==> src/rtl/eeb_pkg.sv <==
package eeb_pkg;

   // default operand width
   localparam int EEB_WIDTH = 32;

   // commands from the controller to the datapath
   typedef struct packed {
      logic load;        // capture operands, seed coefficient pairs
      logic div_start;   // clear partial remainder and product accumulators, load dividend
      logic div_step;    // one restoring division step
      logic update;      // rotate remainder and coefficient pairs
   } eeb_cmd_type;

   // status from the datapath to the controller
   typedef struct packed {
      logic rem_zero;    // current remainder is zero: algorithm finished
   } eeb_status_type;

endpackage

==> src/rtl/eeb_dpath.sv <==
module eeb_dpath
   import eeb_pkg::*;
#(
   parameter int WIDTH = EEB_WIDTH
) (
   input  logic                 clock,
   input  eeb_cmd_type          cmd,
   output eeb_status_type       status,
   input  logic [WIDTH-1:0]     first_value,
   input  logic [WIDTH-1:0]     second_value,
   output logic [WIDTH-1:0]     greatest_divisor,
   output logic signed [WIDTH:0] coef_a,
   output logic signed [WIDTH:0] coef_b
);

   // remainder pair, coefficient pairs
   logic [WIDTH-1:0] r_old_ff, r_old_in, r_new_ff, r_new_in;
   logic [WIDTH:0]   s_old_ff, s_old_in, s_new_ff, s_new_in;
   logic [WIDTH:0]   t_old_ff, t_old_in, t_new_ff, t_new_in;
   // divider: partial remainder and dividend shift register
   logic [WIDTH-1:0] rem_ff, rem_in, dvd_ff, dvd_in;
   // running products q*s_new and q*t_new, built MSB first
   logic [WIDTH:0]   s_acc_ff, s_acc_in, t_acc_ff, t_acc_in;

   logic [WIDTH:0]   part;
   logic [WIDTH+1:0] diff;
   logic             qbit;

   // trial subtract of the divisor from the shifted partial remainder
   assign part = {rem_ff, dvd_ff[WIDTH-1]};
   assign diff = {1'b0, part} - {2'b00, r_new_ff};
   assign qbit = ~diff[WIDTH+1];

   always_comb begin
      r_old_in = r_old_ff;
      r_new_in = r_new_ff;
      s_old_in = s_old_ff;
      s_new_in = s_new_ff;
      t_old_in = t_old_ff;
      t_new_in = t_new_ff;
      rem_in   = rem_ff;
      dvd_in   = dvd_ff;
      s_acc_in = s_acc_ff;
      t_acc_in = t_acc_ff;
      if (cmd.load) begin
         r_old_in = first_value;
         r_new_in = second_value;
         s_old_in = (WIDTH+1)'(1);
         s_new_in = '0;
         t_old_in = '0;
         t_new_in = (WIDTH+1)'(1);
      end
      if (cmd.div_start) begin
         rem_in   = '0;
         dvd_in   = r_old_ff;
         s_acc_in = '0;
         t_acc_in = '0;
      end
      if (cmd.div_step) begin
         // keep the difference when it did not borrow
         rem_in   = qbit ? diff[WIDTH-1:0] : part[WIDTH-1:0];
         dvd_in   = {dvd_ff[WIDTH-2:0], 1'b0};
         s_acc_in = {s_acc_ff[WIDTH-1:0], 1'b0} + (qbit ? s_new_ff : '0);
         t_acc_in = {t_acc_ff[WIDTH-1:0], 1'b0} + (qbit ? t_new_ff : '0);
      end
      if (cmd.update) begin
         // (old, new) <- (new, old - q*new)
         r_old_in = r_new_ff;
         r_new_in = rem_ff;
         s_old_in = s_new_ff;
         s_new_in = s_old_ff - s_acc_ff;
         t_old_in = t_new_ff;
         t_new_in = t_old_ff - t_acc_ff;
      end
   end

   always_ff @(posedge clock) begin
      r_old_ff <= r_old_in;
      r_new_ff <= r_new_in;
      s_old_ff <= s_old_in;
      s_new_ff <= s_new_in;
      t_old_ff <= t_old_in;
      t_new_ff <= t_new_in;
      rem_ff   <= rem_in;
      dvd_ff   <= dvd_in;
      s_acc_ff <= s_acc_in;
      t_acc_ff <= t_acc_in;
   end

   assign status.rem_zero  = (r_new_ff == '0);
   assign greatest_divisor = r_old_ff;
   assign coef_a           = s_old_ff;
   assign coef_b           = t_old_ff;

endmodule

==> src/rtl/eeb_ctrl.sv <==
module eeb_ctrl
   import eeb_pkg::*;
#(
   parameter int WIDTH = EEB_WIDTH
) (
   input  logic           clock,
   input  logic           reset,
   input  logic           start,
   output logic           busy,
   output logic           done,
   output eeb_cmd_type    cmd,
   input  eeb_status_type status
);

   localparam int CNT_W = $clog2(WIDTH);

   typedef enum logic [4:0] {
      ST_IDLE   = 5'b00001,
      ST_CHECK  = 5'b00010,
      ST_DIVIDE = 5'b00100,
      ST_UPDATE = 5'b01000,
      ST_DONE   = 5'b10000
   } state_type;

   state_type        state_ff, state_in;
   logic [CNT_W-1:0] cnt_ff, cnt_in;

   // sequence: load, then per round test, divide, rotate
   always_comb begin
      state_in = state_ff;
      cnt_in   = cnt_ff;
      cmd      = '0;
      case (state_ff)
         ST_IDLE: begin
            if (start) begin
               cmd.load = 1'b1;
               state_in = ST_CHECK;
            end
         end
         ST_CHECK: begin
            if (status.rem_zero) begin
               state_in = ST_DONE;
            end else begin
               cmd.div_start = 1'b1;
               cnt_in        = CNT_W'(WIDTH - 1);
               state_in      = ST_DIVIDE;
            end
         end
         ST_DIVIDE: begin
            cmd.div_step = 1'b1;
            if (cnt_ff == '0) begin
               state_in = ST_UPDATE;
            end else begin
               cnt_in = cnt_ff - CNT_W'(1);
            end
         end
         ST_UPDATE: begin
            cmd.update = 1'b1;
            state_in   = ST_CHECK;
         end
         ST_DONE: begin
            state_in = ST_IDLE;
         end
         default: begin
            state_in = ST_IDLE;
         end
      endcase
   end

   always_ff @(posedge clock) begin
      if (reset) begin
         state_ff <= ST_IDLE;
         cnt_ff   <= '0;
      end else begin
         state_ff <= state_in;
         cnt_ff   <= cnt_in;
      end
   end

   assign busy = (state_ff != ST_IDLE);
   assign done = (state_ff == ST_DONE);

endmodule

==> src/rtl/extended_euclid_bezout.sv <==
// Extended Euclid: gcd of two unsigned operands plus Bezout coefficients.
//
// Request: drive req_first_value / req_second_value and raise start; the
// word is taken at the clock edge where start is high and busy is low.
// busy stays high from the next cycle until the result has been shown.
// Response: rsp_valid is high for exactly one cycle with rsp_greatest_divisor
// and the two's complement coefficients rsp_coef_a / rsp_coef_b, so that
// a*coef_a + b*coef_b = gcd. The receiver cannot stall; the word is
// taken in that cycle.
// The work runs in R Euclid rounds (0 when the second operand is zero, at
// most about 1.44*WIDTH+2). Each round runs a restoring divider, one
// quotient bit per cycle, that also builds q*s and q*t by shift-and-add;
// one item is in work at a time and a new one can start the cycle after
// the strobe.
// Reset (synchronous, active high) returns the controller to idle and
// drops any item in work; no result is given for it.
module extended_euclid_bezout
   import eeb_pkg::*;
#(
   parameter int WIDTH = EEB_WIDTH
) (
   input  logic                  clock,
   input  logic                  reset,
   input  logic                  start,
   output logic                  busy,
   input  logic [WIDTH-1:0]      req_first_value,
   input  logic [WIDTH-1:0]      req_second_value,
   output logic                  rsp_valid,
   output logic [WIDTH-1:0]      rsp_greatest_divisor,
   output logic signed [WIDTH:0] rsp_coef_a,
   output logic signed [WIDTH:0] rsp_coef_b
);

   eeb_cmd_type    cmd;
   eeb_status_type status;

   eeb_ctrl #(
      .WIDTH (WIDTH)
   ) u_ctrl (
      .clock  (clock),
      .reset  (reset),
      .start  (start),
      .busy   (busy),
      .done   (rsp_valid),
      .cmd    (cmd),
      .status (status)
   );

   eeb_dpath #(
      .WIDTH (WIDTH)
   ) u_dpath (
      .clock            (clock),
      .cmd              (cmd),
      .status           (status),
      .first_value      (req_first_value),
      .second_value     (req_second_value),
      .greatest_divisor (rsp_greatest_divisor),
      .coef_a           (rsp_coef_a),
      .coef_b           (rsp_coef_b)
   );

endmodule

==> config.mk <==
export PLATFORM = sky130hd
export DESIGN_NAME = extended_euclid_bezout
export DESIGN_NICKNAME = d
export VERILOG_FILES = /design/src/rtl/eeb_pkg.sv /design/src/rtl/eeb_dpath.sv /design/src/rtl/eeb_ctrl.sv /design/src/rtl/extended_euclid_bezout.sv
export SDC_FILE = /design/constraint.sdc
export NUM_CORES = 1
export LEC_CHECK = 0
export ABC_AREA = 1
export BUFFER_PORTS_ARGS = -buffer_cell sky130_fd_sc_hd__buf_4
export CORE_ASPECT_RATIO = 1.5
export CORE_MARGIN = 4
export CORE_UTILIZATION = 55
export DETAILED_ROUTE_END_ITERATION = 6
export MAX_ROUTING_LAYER = met4
export PLACE_DENSITY_LB_ADDON = 0.15
export SLEW_MARGIN = 30
export SYNTH_ARGS = -nofsm -noshare
export SYNTH_HDL_FRONTEND = slang
export SYNTH_HIERARCHICAL = 1
export SYNTH_SLANG_ARGS = --single-unit
==> constraint.sdc <==
create_clock -name clock -period 11.4 [get_ports clock]
set_clock_uncertainty 0.1 [all_clocks]
set_input_delay 1.14 -clock clock [delete_from_list [all_inputs] [get_ports clock]]
set_output_delay 1.14 -clock clock [all_outputs]
set_load 0.005 [all_outputs]
After elaboration in Yosys (flattened, before gate mapping)

Index checks and enable logic that the tools add are counted.

Shift operators: 0
Bitwise gates (word level): 0
Divide/modulo/power cells: 0
Add/sub/neg operators: 6
Eq/ne operators: 10
Mux-type cells: 33
Multiply operators: 0
Reductions and logical operators: 7
Magnitude comparators: 0

Operators by type and width:

| operator                                             | count |
|---|---|
| 2-to-1 mux 33 bit                                    | 11 |
| 2-to-1 mux 32 bit                                    | 9 |
| adder 33 bit                                         | 2 |
| subtractor 33 bit                                    | 2 |
| subtractor 33 x 32 -> 34 bit                         | 1 |
| zero test 32 bit                                     | 1 |
| 2-to-1 mux 5 bit                                     | 5 |
| case mux 5 bit (4 select lines)                      | 1 |
| case mux 5 bit (2 select lines)                      | 1 |
| 2-to-1 mux 1 bit                                     | 6 |
| != test 2 bit (second input constant)                | 3 |
| nonzero test 2 bit                                   | 3 |
| equality test 5 x 1 -> 1 bit (second input constant) | 1 |
| equality test 5 x 2 -> 1 bit (second input constant) | 1 |
| equality test 5 x 3 -> 1 bit (second input constant) | 1 |
| equality test 5 x 4 -> 1 bit (second input constant) | 1 |
| equality test 5 bit (second input constant)          | 1 |
| zero test 5 bit                                      | 1 |
| != test 5 x 1 -> 1 bit (second input constant)       | 1 |
| subtractor 5 x 1 -> 5 bit (second input constant)    | 1 |
| AND reduction 3 bit                                  | 1 |
| != test 2 x 1 -> 1 bit (second input constant)       | 1 |
| AND reduction 2 bit                                  | 1 |

Latch bits: 0
Memories kept: 0
Logic and storage cells: 69
Output and inout port bits: 100
RAM bits: 0
Memory bits (read-only): 0
Bits of input ports: 67
Register bits after elaboration: 336

Logic depth before layout (Yosys ltp)

Gate-level depths: netlist (run 1).

Depth after elaboration: 5
Depth in mapped cells: 30
Depth with buffers taken out: 28

Cells and area by module

Netlist (run 1), hierarchy kept.

Modules (own cells, without submodules):

| module    | area an instance (sq um) | sequential area each (sq um) | instances | cells an instance |
|---|---|---|---|---|
| eeb_dpath | 22425.3                  | 9779.4                       | 1         | 2874 |
| eeb_ctrl  | 603.1                    | 200.2                        | 1         | 80 |

Worst setup path before layout (run 1)

OpenSTA, ideal clock, no wires.

Path type: flip-flop to flip-flop
Start point: register u_dpath.r_new_ff[15]
End point: register u_dpath.dvd_ff[10], enable pin
Path slack: 6.479 ns
Required time: 10.184 ns
Cell stages (with the launch flop): 11
Path buffers: 2
Period minus slack after synthesis: 4.921 ns
Arrival: 3.705 ns
Setup time: 1.116 ns
Path through: edfxtp_1 -> nor4_1 -> nand2_1 -> nor4_1 -> inv_1 -> nand4_4 -> clkinv_1 -> buf_4 -> clkbuf_2 -> inv_1 -> nand2_1

RTL lines:

| what                     | RTL line        | source |
|---|---|---|
| start: declaration       | eeb_dpath.sv:17 | `logic [WIDTH-1:0] r_old_ff, r_old_in, r_new_ff, r_new_in;` |
| start signal: assignment | eeb_dpath.sv:79 | `r_new_ff <= r_new_in;` |
| end signal: assignment   | eeb_dpath.sv:85 | `dvd_ff <= dvd_in;` |
| end: declaration         | eeb_dpath.sv:21 | `logic [WIDTH-1:0] rem_ff, rem_in, dvd_ff, dvd_in;` |

Final worst setup path (run 1)

Start point: register u_dpath.r_new_ff[18]
End point: register u_dpath.s_acc_ff[31] (data pin)

Longest elaborated chain between the ends: 4

Ends and longest elaborated chain:

| what                         | RTL line        | source |
|---|---|---|
| subtractor 33 x 32 -> 34 bit | eeb_dpath.sv:31 | `assign diff = {1'b0, part} - {2'b00, r_new_ff};` |
| 2-to-1 mux 33 bit            | eeb_dpath.sv:63 | `s_acc_in = {s_acc_ff[WIDTH-1:0], 1'b0} + (qbit ? s_new_ff : '0);` |
| adder 33 bit                 | eeb_dpath.sv:63 |  |
| 2-to-1 mux 33 bit            | eeb_dpath.sv:59 | `if (cmd.div_step) begin` |
| end signal: assignment       | eeb_dpath.sv:86 | `s_acc_ff <= s_acc_in;` |
| end: declaration             | eeb_dpath.sv:23 | `logic [WIDTH:0] s_acc_ff, s_acc_in, t_acc_ff, t_acc_in;` |

No other way between the ends.
A chain may end at the register's enable or synchronous reset.

==> impl_results.md, run 1 <==
- Syn Nets: 3,185
- Post-synthesis cell type count: 50
- CTS Buffer Depth: 3
- Initial antenna violation count: 0
- IO buf count: 166
- Drt total wl: 68.2 mm
- Die footprint: 0.0453 sq mm
- Drt first pass iters: 7
- Core Area: 0.0412 sq mm
- Routed len/inst: 18.5 um
- WP depth: 25
- DR vias: 20,768
- Unrepaired setup endpoints after global routing: no
- Post_cts resized: 0
- P&R area growth vs syn: 12.7%
- Maximum VDD drop: 0.000146 V
- Routability cong.: 0.971
- Yosys warns: 6
- CTS Buf Count: 37
- Reg-to-Reg End: u_dpath/s_acc_ff[31]$_SDFFCE_PN0P_
- Max Slew Vio Count: 0
- Final setup viols: 0
- Synthesized area: 0.0230 sq mm
- Reg clk slew, reported paths: 0.06 ns
- Final Power: 4.07 mW
- Place WS: 6.10 ns
- CTS Root Cell: clkbuf_16
- Pin count of the biggest net entering global routing: 154
- Setup_tns: 0 ns
- Status: finished, violations left
- # rows: 91
- Pwr Density: 157 mW/mm^2
- Antenna cells: 0
- CTS tree: done
- Post-Syn Instances: 2,954
- Delay-heaviest family, CP: simple AND/OR/NAND/NOR gates
- Worst R2R Path Depth: 25
- Nets: 3,338
- Register area share after synthesis: 43.3%
- Crit path from: u_dpath/r_new_ff[18]$_DFFE_PP_
- Crit-path max cell delay: 0.63 ns
- DRT iter0 DRCs: 1,572
- HP Class: register to register
- Yosys reg bits: 336
- Postcts setup bufs: 0
- Most common cell after layout, fill and taps aside: nand2_1
- Worst Max-Slew Pin Slew: 0.841 ns
- Remaining global-route overflow: 0
- CP max-delay cell: inv_2
- Die H: 259 um
- Most frequent cells in the layout: 720 x nand2_1, 417 x inv_1, 336 x nor2_1
- Worst Slack Setup Final: 5.98 ns
- Final Cycle Share: 47.6%
- Final Core Density: 63.0%
- Initial core utilization: 55.9%
- Fmax: 0.184 GHz
- Worst Setup Start Kind: register
- Worst Path Buf+Inv: 3
- GRT Total Usage: 30.1%
- CP Class: register to register
- Die width: 175 um
- Vias in the first global route: 20,451
- Post-synth EDFFs: 325
- R2r setup slk: 5.98 ns
- Drt drc: 1
- CP endpoint kind: register
- CP arrival: 5.61 ns
- RR Startpoint: u_dpath/r_new_ff[18]$_DFFE_PP_
- Hold buffer count at cts: 0
- Top cell by count, worst path: nand2_1
- Post-route ant nets: 0
- Failing checks: design-rule violations
- H-tree depth: 2
- Req. time, crit path: 11.59 ns
- Final hold viol count: 0
- End of the critical path: u_dpath/s_acc_ff[31]$_SDFFCE_PN0P_
- Max cap viols: 0
- Syn_area_per_cell: 7.80 sq um
- Fin crit period: 5.42 ns
- Post-synth top flop: edfxtp_1
- Slew headroom: 43.9%
- Vias per inst: 5.63
- Io pins: 167
- Global-route wire length before repair: 106 mm
- Layout cell share with drive strength beyond 1: 8.84%
- Leak: 12.0 nW
- Worst-skew pair later-pin latency: 0.54 ns
- Async set-reset flop share out of synthesis: 0%
- CP max FO: 67
- Clk sinks: 336
- Post-DP HPWL: 52.1 mm
-- per-layer routing --
layer	routed length (um)	share of wire, %	GRT usage [%]
met1	26400	39	35.0
met2	35100	51	53.8
met3	3260	4.8	2.25
met4	3430	5.0	12.7
met5	0	0	-
-- how the worst min path moves through the flow --
stage                                      to  cells past startpoint                           start  slack (ns)
3_5_place_dp   u_dpath/dvd_ff[0]$_SDFFE_PP0P_                      2  u_dpath/dvd_ff[0]$_SDFFE_PP0P_        0.36
2_1_floorplan  u_dpath/dvd_ff[0]$_SDFFE_PP0P_                      2  u_dpath/dvd_ff[0]$_SDFFE_PP0P_        0.34
4_1_cts        u_dpath/dvd_ff[0]$_SDFFE_PP0P_                      2  u_dpath/dvd_ff[0]$_SDFFE_PP0P_        0.37
6_report       u_dpath/dvd_ff[0]$_SDFFE_PP0P_                      2  u_dpath/dvd_ff[0]$_SDFFE_PP0P_        0.36
3_3_place_gp   u_dpath/dvd_ff[0]$_SDFFE_PP0P_                      2  u_dpath/dvd_ff[0]$_SDFFE_PP0P_        0.35
5_1_grt        u_dpath/dvd_ff[0]$_SDFFE_PP0P_                      2  u_dpath/dvd_ff[0]$_SDFFE_PP0P_        0.39
-- cell usage after synthesis, types with 7 or more instances --
| cell type | n | area share [%] |
|---|---|---|
| o21ai_2 | 9 | 0.34 |
| a31oi_1 | 14 | 0.38 |
| nand3_1 | 111 | 2.4 |
| xnor2_1 | 18 | 0.68 |
| inv_1 | 417 | 6.8 |
| xor2_1 | 11 | 0.42 |
| ha_1 | 159 | 8.6 |
| nor2_1 | 336 | 5.5 |
| edfxtp_1 | 325 | 42 |
| dfxtp_1 | 11 | 0.96 |
| buf_1 | 7 | 0.11 |
| o21a_1 | 32 | 1.0 |
| clkbuf_1 | 40 | 0.65 |
| nand4_1 | 14 | 0.38 |
| buf_2 | 8 | 0.17 |
| a21o_1 | 15 | 0.49 |
| o21bai_1 | 21 | 0.68 |
| o21ai_0 | 202 | 4.4 |
| nand2_1 | 721 | 12 |
| nor4_1 | 19 | 0.52 |
| o21ai_1 | 27 | 0.59 |
| a21boi_0 | 9 | 0.29 |
| a21oi_1 | 324 | 7.0 |
| nor3_1 | 37 | 0.80 |
-- metrics by stage --
stage,instances,hold WS (ns),area (sq um)
floorplan,2954,0.339,23000
global placement,3624,0.354,24800
detailed placement,3624,0.356,24800
CTS,3688,0.365,25900
global route,3690,0.393,26000
finish,3690,0.363,26000
-- sequential cells by signal (all words and copies together) (netlist names) --
signal and count:
u_dpath/coef_a 33, u_dpath/coef_b 33, u_dpath/s_acc_ff 33, u_dpath/s_new_ff 33, u_dpath/t_acc_ff 33, u_dpath/t_new_ff 33, u_dpath/dvd_ff 32, u_dpath/greatest_divisor 32
u_dpath/r_new_ff 32, u_dpath/rem_ff 32, u_ctrl/cnt_ff 5, u_ctrl/state_ff 5
-- cell type report --
cell class              instances  area (sq um)
clock buffers                  41           951
fillers                      3757         15300
well taps                     558           698
clock inverters                23           170
multi-input cells            2130         11200
repair buffers                178          1390
flip-flops and latches        336          9980
inverters                     424          1590
-- report_power, final --
| part | switching [mW] | total, mW | internal, mW |
|---|---|---|---|
| Combinational | 0.872 | 1.30 | 0.427 |
| Clock | 0.502 | 1.15 | 0.646 |
| Sequential | 0.0953 | 1.63 | 1.53 |
| Total | 1.47 | 4.07 | 2.60 |
-- cells by family (layout without fill, tap and decap cells) --
family | Yosys count | count (layout) | synth area share, %
adders and majority gates | 164 | 164 | 9.07
and+or+nand+nor | 1275 | 1275 | 22.7
buffers and inverters | 488 | 666 | 8.20
xor gates and xnor gates | 29 | 29 | 1.10
AOI/OAI and AO/OA | 662 | 662 | 15.6
DFF | 336 | 336 | 43.3
-- worst reg2reg max path, stage by stage (launching register included) --
cell      delay, ns
edfxtp_1       0.39
inv_1          0.10
ha_1           0.28
a21oi_1        0.27
o21ai_1        0.13
nand2_1        0.08
nand2_1        0.06
a21oi_1        0.23
nand2_4        0.39
inv_2          0.69
buf_4          0.47
nor2_1         0.09
ha_1           0.23
fa_1           0.44
nand2_1        0.12
nand3_1        0.08
o21ai_0        0.19
o21ai_2        0.14
nand2_1        0.08
nand2_1        0.09
nand2_1        0.08
nand2_1        0.09
a21oi_1        0.19
nand2_1        0.07
nand2_1        0.06
nor2_1         0.04
Note: power is estimated with default switching activity, not from simulation.
==> inputs of run 2 (changes only) <==
--- a/config.mk
+++ b/config.mk
@@ -5,7 +5,7 @@
 export SDC_FILE = /design/constraint.sdc
 export NUM_CORES = 1
 export LEC_CHECK = 0
-export ABC_AREA = 1
+export ABC_AREA = 0
 export BUFFER_PORTS_ARGS = -buffer_cell sky130_fd_sc_hd__buf_4
 export CORE_ASPECT_RATIO = 1.5
 export CORE_MARGIN = 4
==> constraint.sdc (replaced) <==
create_clock -name clock -period 4.7 [get_ports clock]
set_clock_uncertainty 0.1 [all_clocks]
set_input_delay 0.47 -clock clock [delete_from_list [all_inputs] [get_ports clock]]
set_output_delay 0.47 -clock clock [all_outputs]
set_load 0.005 [all_outputs]
==> run 2 against run 1 <==
Against the previous run:
- the flow finishes with violations (negative setup slack)
- final cell count decreased by 16%
- non-clock buffer count grew 299
- via count is 12% lower
- wire length fell by 10%
- critical endpoint is now u_dpath/t_acc_ff[31]$_SDFFCE_PN0P_
==> impl_results.md, run 2 <==
- Synth area leader: edfxtp_1
- Drt first pass iters: 5 (-2)
- Fin crit period: 5.01 ns (-0.415 ns)
- Pwr Density: 299 mW/mm^2 (+91%)
- Max Slew Vio Count: 0 (unchanged)
- Max cap viols: 0 (unchanged)
- Yosys reg bits: 336 (unchanged)
- CP Class: register to register
- # rows: 89 (-2.2%)
- Most common cell after layout, fill and taps aside: buf_4
- Filler cell count: 2,819 (-25%)
- P&R area growth vs syn: 28.7%
- Remaining global-route overflow: 0 (unchanged)
- CP arrival: 5.18 ns (-0.43 ns)
- Yosys warns: 6 (unchanged)
- Hold worst-path end: u_ctrl/state_ff[3]$_SDFFE_PP0P_
- Hold_sp: reset
- Routability cong.: 0.963 (-0.82%)
- Drt drc: 0 (-1)
- WHS: 0.107 ns (-0.256 ns)
- HP Class: primary input to register
- Die H: 253 um (-2.1%)
- Adder-cell share of the synthesized area: 9.49% (+0.41 points)
- RR Startpoint: u_dpath/r_new_ff[18]$_DFFE_PP_
- Post-route ant nets: 0 (unchanged)
- CP endpoint kind: register
- Reg clk slew, reported paths: 0.07 ns (about the same)
- Design area: 0.0283 sq mm (+9.2%)
- Post-synth top flop: edfxtp_1
- Final Power: 8.48 mW (+110%)
- Crit-path max cell delay: 0.42 ns (-0.21 ns)
- DR vias: 18,271 (-12%)
- Top-count cell post-synth: edfxtp_1
- Unrepaired setup endpoints after global routing: yes
- Clk sinks: 336 (unchanged)
- Net Switching: 2.38 mW (+62%)
- DRT iter0 DRCs: 1,217 (-23%)
- Hold buffer count at cts: 0 (unchanged)
- Final Core Density: 71.9% (+8.9 points)
- Die width: 171 um (-2.1%)
- Final setup viols: 23 (+23)
- Hold depth: 2 (unchanged)
- Drt total wl: 61.3 mm (-10%)
- Layout cell share with drive strength beyond 1: 30.9% (+22 points)
- Worst Max-Slew Pin Slew: 0.913 ns (+0.0724 ns)
- Worst-skew pair later-pin latency: 0.53 ns (about the same)
- Synth Area in Simple Gates: 16.0% (-6.7 points)
- Vias in the first global route: 18,949 (-7.3%)
- Int Pwr: 6.10 mW (+130%)
- Main combinational cell family by area after synthesis: compound AO/OA/AOI/OAI gates
- Slew headroom: 39.1% (-4.8 points)
- Post-Syn Instances: 2,163 (-27%)
- Vias per inst: 5.86 (+4.1%)
- Maximum VDD drop: 0.000360 V (+150%)
- Final hold viol count: 0 (unchanged)
- Worst Path Buf+Inv: 3 (unchanged)
- Antenna cells: 0 (unchanged)
- Initial core utilization: 55.9% (about the same)
- Syn_area_per_cell: 10.2 sq um (+31%)
- Sw Ratio: 28.1% (-8.0 points)
- Post-synth EDFFs: 325 (unchanged)
- Nets: 2,823 (-15%)
- Failing checks: negative setup slack
- Req. time, crit path: 4.87 ns (-6.72 ns)
- R2r setup slk: -0.31 ns (-6.28 ns)
- CTS Buf Count: 35 (-5.4%)
- Io pins: 167 (unchanged)
- Pin count of the biggest net entering global routing: 76 (-51%)
- Status: finished, violations left
- XOR/XNOR Fraction of Synth Area: 4.44% (+3.3 points)
- CP max FO: 6 (-91%)
- Reg-to-Reg End: u_dpath/t_acc_ff[31]$_SDFFCE_PN0P_
- Clock group share of total power: 32.3% (+4.1 points)
- Synthesized area: 0.0220 sq mm (-4.3%)
- Post-synthesis cell type count: 91 (+82%)
- CTS Buffer Depth: 3 (unchanged)
- Seq pwr share: 42.5% (+2.6 points)
- H-tree depth: 2 (unchanged)
- Leak: 11.9 nW (-0.65%)
- Async set-reset flop share out of synthesis: 0% (unchanged)
- Worst Setup Start Kind: register
- Yosys top cell area share: 44.3% (+1.9 points)
- Die footprint: 0.0434 sq mm (-4.2%)
- CTS tree: done
- Logic pwr share: 25.2% (-6.7 points)
- Most frequent cells in the layout: 451 x buf_4, 325 x edfxtp_1, 162 x nor2_1
- Global-route wire length before repair: 96.0 mm (-9.6%)
- Syn Nets: 2,394 (-25%)
- Worst R2R Path Depth: 22 (-12%)
- CTS Root Cell: clkbuf_16
- Delay-heaviest family, CP: compound AO/OA/AOI/OAI gates
- Worst Slack Setup Final: -0.305 ns (-6.28 ns)
- GRT Total Usage: 28.1% (-1.9 points)
- Area contributors post-synth: edfxtp_1 44%, ha_1 9.0%, and2_1 4.1%
- Core Area: 0.0394 sq mm (-4.4%)
- DP Area: 0.0256 sq mm (+3.5%)
- Synth Area in Compound Gates: 16.5% (+0.88 points)
- Mux share of post-synthesis cell area: 4.05% (+4.0 points)
- Register area share after synthesis: 45.3% (+2.0 points)
- Fmax: 0.200 GHz (+8.3%)
- Initial antenna violation count: 0 (unchanged)
- Post-DP HPWL: 43.8 mm (-16%)
- CP max-delay cell: edfxtp_1
- CP cell instances: inv_2 > ha_4 > buf_6 > and3_4 > o31ai_4 > a21oi_2 > a211oi_4 > a211oi_4 > or2_4 > buf_12 > and2_4 > ha_4 > fa_2 > a21oi_4 > o21ai_2 > a21o_1 > a211o_1 > a31oi_4 > o21ai_4 > a221oi_2 > xor2_1 > nor2_1
- Synth cell count leaders: 325 x edfxtp_1, 181 x a21oi_1, 168 x nor2_1, 159 x ha_1, 147 x inv_1
- IO buf count: 166 (unchanged)
- Routed len/inst: 19.7 um (+6.5%)
- Final Cycle Share: 106% (+59 points)
run 2: worst max path at each step:
stage          cells past startpoint                        startpoint                            endpoint
6_report                          22    u_dpath/r_new_ff[18]$_DFFE_PP_  u_dpath/t_acc_ff[31]$_SDFFCE_PN0P_
3_3_place_gp                      21  u_dpath/rem_ff[14]$_SDFFCE_PN0P_  u_dpath/s_acc_ff[31]$_SDFFCE_PN0P_
4_1_cts                           20  u_dpath/rem_ff[15]$_SDFFCE_PN0P_  u_dpath/s_acc_ff[32]$_SDFFCE_PN0P_
2_1_floorplan                     23     u_dpath/r_new_ff[1]$_DFFE_PP_  u_dpath/t_acc_ff[31]$_SDFFCE_PN0P_
5_1_grt                           23    u_dpath/r_new_ff[15]$_DFFE_PP_  u_dpath/t_acc_ff[31]$_SDFFCE_PN0P_
3_5_place_dp                      22     u_dpath/r_new_ff[8]$_DFFE_PP_  u_dpath/t_acc_ff[31]$_SDFFCE_PN0P_
run 2: power by group through the flow:
stage / sequential (mW) / combinational, mW / clock (mW)
floorplan: 3.64 / 1.14 / 0
global placement: 3.66 / 1.81 / 0
detailed placement: 3.66 / 1.84 / 0
CTS: 3.60 / 2.01 / 2.79
global route: 3.62 / 2.32 / 2.91
finish: 3.60 / 2.14 / 2.74
run 2: logic make-up (layout without fill, tap and decap cells):
group	after synthesis	count (layout)
compound gates	546	546
xor+xnor	110	110
fa+ha+maj	164	164
buf+inv	235	688
flops	336	336
mux	81	81
simple gates	691	692
run 2: final cells by class:
type	count	area (sq um)	share of cell area, %
repair buffers	477	3760	13.3
flip-flops and latches	336	9980	35.2
clock inverters	15	121	0.428
inverters	149	561	1.98
well taps	500	626	2.21
multi-input cells	1593	12300	43.4
clock buffers	47	983	3.47
run 2: layer usage:
metal	track usage (%)	wire length, um	up-vias
li1	-	-	8733
met1	31.8	23500	8852
met2	50.1	32500	520
met3	3.44	2570	166
met4	11.7	2820	0
met5	-	0	-
run 2: repair_timing:
| item | 4_1_cts | 5_1_grt |
|---|---|---|
| gates cloned | 3 | 0 |
| buffers inserted | 24 | 26 |
| resized for setup | 147 | 91 |
| setup endpoints to repair | 33 | 39 |
| pin swaps | 75 | 75 |
run 2: stage by stage:
| step | TNS, ns | std cells | worst slack [ns] |
|---|---|---|---|
| 3_3_place_gp | -3.79 | 3005 | -0.279 |
| 6_report | -2.24 | 3117 | -0.305 |
| 2_1_floorplan | -0.0449 | 2163 | -0.0313 |
| 4_1_cts | -0.815 | 3094 | -0.154 |
| 5_1_grt | -7.88 | 3117 | -0.471 |
| 3_5_place_dp | -6.70 | 3005 | -0.436 |
